## config.mk

```make
export PLATFORM = sky130hd
export DESIGN_NAME = tm_sqrt
export DESIGN_NICKNAME = d
export VERILOG_FILES = /design/src/hw/rtl/tm_pkg.sv /design/src/hw/rtl/tm_sqrt.sv
export SDC_FILE = /design/constraint.sdc
export NUM_CORES = 2
export LEC_CHECK = 0
export BUFFER_PORTS_ARGS = -buffer_cell sky130_fd_sc_hd__buf_4
export CORE_ASPECT_RATIO = 0.8
export CORE_MARGIN = 5
export CORE_UTILIZATION = 47
export DETAILED_ROUTE_END_ITERATION = 10
export GPL_TIMING_DRIVEN = 0
export PLACE_DENSITY_LB_ADDON = 0.3
export SLEW_MARGIN = 5
export SYNTH_ARGS = -nofsm -noshare
export SYNTH_HDL_FRONTEND = slang
export SYNTH_SLANG_ARGS = --single-unit
```

## constraint.sdc

```tcl
create_clock -name clk -period 3.3 [get_ports clk]
set_input_delay 0.66 -clock clk [delete_from_list [all_inputs] [get_ports clk]]
set_output_delay 0.66 -clock clk [all_outputs]
set_load 0.05 [all_outputs]
```

## src/hw/rtl/tm_pkg.sv

```systemverilog
// Shared constants, tables and latency helpers for the triangle measurement pipeline.
package tm_pkg;

	localparam logic [1:0] SEL_NONE = 2'd0;
	localparam logic [1:0] SEL_A    = 2'd1;
	localparam logic [1:0] SEL_B    = 2'd2;
	localparam logic [1:0] SEL_C    = 2'd3;

	localparam int AREA_W  = 33;
	localparam int PERIM_W = 27;
	localparam int ANGLE_W = 16;

	localparam int Q8_FRAC      = 8;
	localparam int NORM_LSB     = 40;
	localparam int CORDIC_W     = 45;
	localparam int Z_W          = 26;
	localparam int CORDIC_STEPS = 23;
	localparam int ANGLE_MAX    = 46080;
	localparam int ROUND_HALF   = 128;
	localparam int Z_RIGHT      = 90 * 65536;

	localparam logic [21:0] ATAN_Q16 [CORDIC_STEPS] = '{
		22'd2949120, 22'd1740967, 22'd919879, 22'd466945, 22'd234379, 22'd117304,
		22'd58666, 22'd29335, 22'd14668, 22'd7334, 22'd3667, 22'd1833, 22'd917,
		22'd458, 22'd229, 22'd115, 22'd57, 22'd29, 22'd14, 22'd7, 22'd4, 22'd2, 22'd1
	};

	// root bits of one digit-by-digit square root stage chain
	function automatic int sqrt_steps(input int cb);
		return cb + 9;
	endfunction

	// stages from crs/dot input to registered angle
	function automatic int angle_lat(input int cb);
		return 2 + $clog2(2 * cb + 2) + CORDIC_STEPS + 1;
	endfunction

endpackage

```

## src/hw/rtl/tm_sqrt.sv

```systemverilog
// Pipelined digit-by-digit square root, one root bit per stage, result in Q8.
module tm_sqrt #(
	parameter int CB = 16
) (
	input  logic                             clk,
	input  logic                             en,
	input  logic [2*CB:0]                    n,
	output logic [tm_pkg::sqrt_steps(CB)-1:0] root
);

	localparam int LW  = 2 * CB + 1;
	localparam int NIT = tm_pkg::sqrt_steps(CB);
	localparam int NP  = 2 * (NIT - tm_pkg::Q8_FRAC);
	localparam int RW  = NIT + 2;

	logic [NP-1:0]  n_s    [NIT];
	logic [NIT-1:0] root_s [NIT];
	logic [RW-1:0]  rem_s  [NIT];

	genvar i;
	generate
		for (i = 0; i < NIT; i++) begin : g_stage
			localparam int P = NIT - 1 - i;
			logic [NP-1:0]  n_in;
			logic [NIT-1:0] root_in;
			logic [RW-1:0]  rem_in;
			logic [1:0]     pair;
			logic [RW-1:0]  rem_sh, trial;
			logic           ge;

			if (i == 0) begin : g_first
				assign n_in    = {{(NP-LW){1'b0}}, n};
				assign root_in = '0;
				assign rem_in  = '0;
			end else begin : g_next
				assign n_in    = n_s[i-1];
				assign root_in = root_s[i-1];
				assign rem_in  = rem_s[i-1];
			end

			if (P >= tm_pkg::Q8_FRAC) begin : g_pair
				assign pair = n_in[2*(P-tm_pkg::Q8_FRAC)+1 -: 2];
			end else begin : g_frac
				assign pair = 2'b00;
			end

			assign rem_sh = {rem_in[RW-3:0], pair};
			assign trial  = {root_in, 2'b01};
			assign ge     = rem_sh >= trial;

			always_ff @(posedge clk) begin
				if (en) begin
					n_s[i]    <= n_in;
					root_s[i] <= {root_in[NIT-2:0], ge};
					rem_s[i]  <= ge ? rem_sh - trial : rem_sh;
				end
			end
		end
	endgenerate

	assign root = root_s[NIT-1];

endmodule

```

=== Word-level counts from Yosys, hierarchy flattened ===
Memory sizes are Yosys's and may differ from the RTL's.
Cells that the tools add are included.

* RAM bits: 2,150
* Word-level logic and storage cells: 80
* Register bits: 0
* Output and inout bits: 25
* Memories: 3

{| class="wikitable"
|+ Memories
! name !! depth !! width !! rd ports !! clocked after Yosys merged registers in !! wr ports !! RTL line !! text
|-
| n_s || 25 || 34 || 24 || 0 || 25 || tm_sqrt.sv:16 || <nowiki>logic [NP-1:0] n_s [NIT];</nowiki>
|-
| rem_s || 25 || 27 || 24 || 0 || 25 || tm_sqrt.sv:18 || <nowiki>logic [RW-1:0] rem_s [NIT];</nowiki>
|-
| root_s || 25 || 25 || 25 || 0 || 25 || tm_sqrt.sv:17 || <nowiki>logic [NIT-1:0] root_s [NIT];</nowiki>
|}

* Multiplexer cells: 27
* Add/sub/neg operators: 25
* $lt $le $gt $ge: 25

{| class="wikitable"
|+ Operators by type and width
! operator !! number
|-
| 27-bit 2-to-1 mux || 25
|-
| 27-bit >= comparator || 24
|-
| 27-bit subtractor || 24
|-
| 1-bit 2-to-1 mux || 2
|-
| 1-bit by 1-bit subtractor with 2-bit output, second input constant || 1
|-
| 1-bit >= comparator, second input constant || 1
|}

=== Depth between registers and ports, before layout ===
An unclocked memory read counts as a cell.

* Depth in word-level cells: 3
* Gate-level depth with buffers: 12
* Gate-level depth less buffers: 12

=== Least setup slack after synthesis ===
No wires, ideal clock.

* Path type: reg2reg
* Start: memory rem_s[5][38] (netlist name)
* End: memory rem_s[5][73] (netlist name), data pin
* Arrival time: 2,924 ps
* Path buffers: 2
* Path slack: 117 ps
* Cell stages (with the launch flop): 10
* Data required time: 3,040 ps
* Cell sequence: edfxtp_1 > ha_1 > clkbuf_1 > and3_1 > nand2_1 > o41ai_1 > a22oi_1 > o211ai_2 > buf_2 > mux2_2

{| class="wikitable"
|+ RTL lines
! what !! RTL line
|-
| from (decl) || tm_sqrt.sv:18
|}

==> results.py <==
metrics = {
    "detailed_routing": {
        "wirelength_um": 113000,
        "viasPerCell": 5.46,
        "drtIter0Drc": 2986,
        "dr.pass1.iters": 5,
        "drc": 0,
        "wire_per_inst_um": 17.0,
        "dr_total_vias": 36400,
        "postRouteAntennaNets": 0,
    },
    "yosys": {
        "syn_nets": 5087,
        "syn_area_um2": 57700,
        "synth-async-reset-ratio_pct": 0,
        "seq_area_frac_synth_pct": 59.9,
        "synth-edff-count": 1152,
        "ys.flop_type": "edfxtp_1",
        "synth.distinct_cells": 87,
        "synth-seq-cells": 1152,
        "syn_inst": 4710,
        "avgSynthCellArea_um2": 12.3,
        "yosysWarnings": 0,
    },
    "placement": {
        "place.port_buffers": 59,
        "postPlaceCellArea_um2": 60400,
        "dp_slack_ns": -1.41,
        "place_congestion": 0.866,
        "dp.final_hpwl_um": 81000,
    },
    "sta": {
        "fin_hold_ws_ns": 0.101,
        "fin_crit_sh_pct": 98.6,
        "fin_ws_ns": 0.0450,
        "tightest_slew_ns": 1.05,
        "hold_viol": 0,
        "skew_ns": 0.0367,
        "min_period_ns": 3.26,
        "drv_slew": 0,
        "rsz0062_at_grt": "yes",
        "finalSetupViolCount": 0,
        "slew_headroom_pct": 29.1,
        "fmax_mhz": 307,
    },
    "layout": {
        "antenna_cells": 0,
        "final_cell_area_um2": 65100,
        "multi_input_area_um2": 21800,
        "fill_cells": 10300,
        "final-seq-area_um2": 34600,
        "final_common_cell": "edfxtp_1",
        "final_nets": 5297,
        "final_cell_mix": "edfxtp_1, inv_1, nand2_1, ha_1, o21ai_0",
        "area_growth_pct": 12.7,
        "drive_gt1_share_pct": 9.81,
    },
    "clock_tree": {
        "cts_tree": "yes",
        "cts_hold_buf": 0,
        "cts_buffers": 118,
        "clock_latency_ns": 0.73,
        "cts.sinks": 1152,
        "path_clk_slew_ns": 0.06,
        "cts_root_buf": "clkbuf_16",
        "clock_path_buffers": 3,
        "htreeDepth": 3,
    },
    "critical_path": {
        "crit_path_top_delay_cell": "edfxtp_1",
        "crit_fanout": 3,
        "rr_worst_depth": 11,
        "critPathRequiredTime_ns": 3.77,
        "crit_buf_inv": 2,
        "endpoint_kind": "register",
        "rrSetupSlack_ns": 0.04,
        "worstPathCellList": "buf_4, ha_1, a211oi_2, nor4_1, or2_1, o211a_4, o2111ai_4, a211oi_4, nor2_4, buf_4, mux2_2",
        "cp.arrival_ns": 3.73,
        "r2r_start": "rem_s[5][55]$_DFFE_PP_",
        "crit_path_frequent_cell": "buf_4",
        "critical_path.top_delay_family": "compound AO/OA/AOI/OAI gates",
        "critPathMaxStageDelay_ns": 0.40,
        "reg2reg_to": "rem_s[5][83]$_DFFE_PP_",
        "critical_path_class": "register to register",
        "startpoint_type": "register",
    },
    "die": {
        "start_util_pct": 47.2,
        "coreArea_um2": 122000,
        "die_h_um": 323,
        "io_pins": 60,
        "rows": 115,
        "die_x_um": 402,
        "die_area_um2": 130000,
    },
    "pwr": {
        "clock_power_share_pct": 30.5,
        "total_power_w": 0.0424,
        "switchingPower_w": 0.0122,
        "ir_drop_mv": 0.459,
        "seq_power_share_pct": 47.2,
        "cellPowerDensity_nw_per_um2": 651,
        "power_frac_comb_pct": 22.3,
        "p_int_w": 0.0302,
        "leakagePower_nw": 25.0,
        "p_sw_share_pct": 28.7,
    },
    "min_path": {
        "holdPathStages": 1,
        "hold_start": "n[26]",
        "hold_end": "n_s[0][26]$_DFFE_PP_",
        "hold_class": "primary input to register",
    },
    "grt": {
        "gr-total-overflow": 0,
        "grt_max_degree": 192,
        "grt_pass1_vias": 34100,
        "grt_use_total_pct": 17.1,
        "grt_pass1_wl_um": 182000,
        "antenna_found_initial": 0,
    },
    "flow_run": {
        "drv_cap": 0,
    },
    "run_status": {
        "status": "complete, no violations",
    },
}
-- worst max path at each step --
stage / startpoint / endpoint / cells past startpoint
floorplan: rem_s[5][38]$_DFFE_PP_ / rem_s[5][73]$_DFFE_PP_ / 9
global placement: en / root_s[2][195]$_DFFE_PP_ / 1
detailed placement: rem_s[5][62]$_DFFE_PP_ / rem_s[5][99]$_DFFE_PP_ / 11
CTS: rem_s[5][1]$_DFFE_PP_ / rem_s[5][51]$_DFFE_PP_ / 12
global route: rem_s[5][55]$_DFFE_PP_ / rem_s[5][83]$_DFFE_PP_ / 11
finish: rem_s[5][55]$_DFFE_PP_ / rem_s[5][83]$_DFFE_PP_ / 11
-- metrics by stage --
step           cells  util [%]   TNS, ns
6_report        6653      53.1         0
5_1_grt         6653      53.1    -0.201
4_1_cts         6635      52.7         0
3_5_place_dp    6415      49.4    -89.98
3_3_place_gp    6407      49.2  -9493.38
2_1_floorplan   4710         -         0
-- registers in the layout, indices dropped and copies added, names as in the netlist --
name / flops
n_s: 284
rem_s: 562
root_s: 306
-- synth_stat cells, types with 13 or more instances --
master | instances | area share, %
nand4_1 | 41 | 0.44
mux2_2 | 54 | 1.1
nand3b_1 | 15 | 0.20
nand2_1 | 346 | 2.2
nand3_1 | 79 | 0.68
edfxtp_1 | 1152 | 60
inv_1 | 430 | 2.8
clkbuf_1 | 60 | 0.39
o21bai_1 | 27 | 0.35
and3_1 | 25 | 0.27
nor4_1 | 70 | 0.76
or3_1 | 62 | 0.67
o21a_1 | 68 | 0.88
xor2_1 | 198 | 3.0
o211ai_1 | 22 | 0.29
a31oi_1 | 24 | 0.26
a211oi_1 | 39 | 0.51
nor3_1 | 122 | 1.1
a21oi_1 | 254 | 2.2
o21ai_1 | 13 | 0.11
a21boi_0 | 19 | 0.25
o31ai_1 | 33 | 0.43
a21o_1 | 86 | 1.1
or2_2 | 30 | 0.33
o21ai_0 | 266 | 2.3
ha_1 | 335 | 7.3
nor2_1 | 247 | 1.6
nand2b_1 | 51 | 0.55
or4_1 | 32 | 0.42
nor2b_1 | 45 | 0.49
nor3b_1 | 16 | 0.21
xnor2_1 | 228 | 3.5
nand4b_1 | 18 | 0.27
-- power groups by stage --
stage | combinational (W) | clock [W] | sequential, W
after floorplan | 0.00677 | 0 | 0.0198
after CTS | 0.00910 | 0.0134 | 0.0200
after detailed placement | 0.00887 | 0 | 0.0203
after global routing | 0.0106 | 0.0141 | 0.0202
after global placement | 0.00867 | 0 | 0.0205
final | 0.00945 | 0.0129 | 0.0200
-- worst reg2reg max path: cells and delay by family, from the launching register on --
family / cells / cell delay (ns)
AO/OA/AOI/OAI: 4 / 0.99
buffers and inverters: 2 / 0.39
multiplexers: 1 / 0.35
adder cells (fa/ha/maj): 1 / 0.30
AND/OR/NAND/NOR: 3 / 0.60
flip-flops: 1 / 0.40
-- layer usage --
| layer | track usage, % | vias up | share of wire (%) |
|---|---|---|---|
| met5 | 0 | - | 0 |
| met4 | 3.29 | 0 | 1.6 |
| met3 | 3.12 | 131 | 5.9 |
| met2 | 24.8 | 838 | 42 |
| met1 | 27.0 | 17500 | 50 |
| li1 | - | 17900 | - |
-- area by class of cell --
cell class	instances	share of cell area, %
clock inverters	78	1.12
well taps	1638	3.15
repair buffers	97	1.37
multi-input cells	3053	33.5
plain buffers	65	0.552
inverters	433	2.50
clock buffers	137	4.68
flip-flops and latches	1152	53.2
-- kinds of logic after synthesis --
family | Yosys count | share of synthesized area, %
flip-flops | 1152 | 59.9
other | 1 | 0.00649
XOR/XNOR | 426 | 6.46
adder cells (fa/ha/maj) | 342 | 7.50
buffers and inverters | 505 | 3.32
multiplexers | 72 | 1.39
AO/OA/AOI/OAI | 971 | 10.6
AND/OR/NAND/NOR | 1241 | 10.8
-- repair_timing --
item / CTS / global route
pin swaps: 8 / 28
resized for setup: 65 / 118
endpoints found under the setup margin: 252 / 300
setup buffers: 7 / 23
Note: power is estimated with default switching activity, not from simulation.
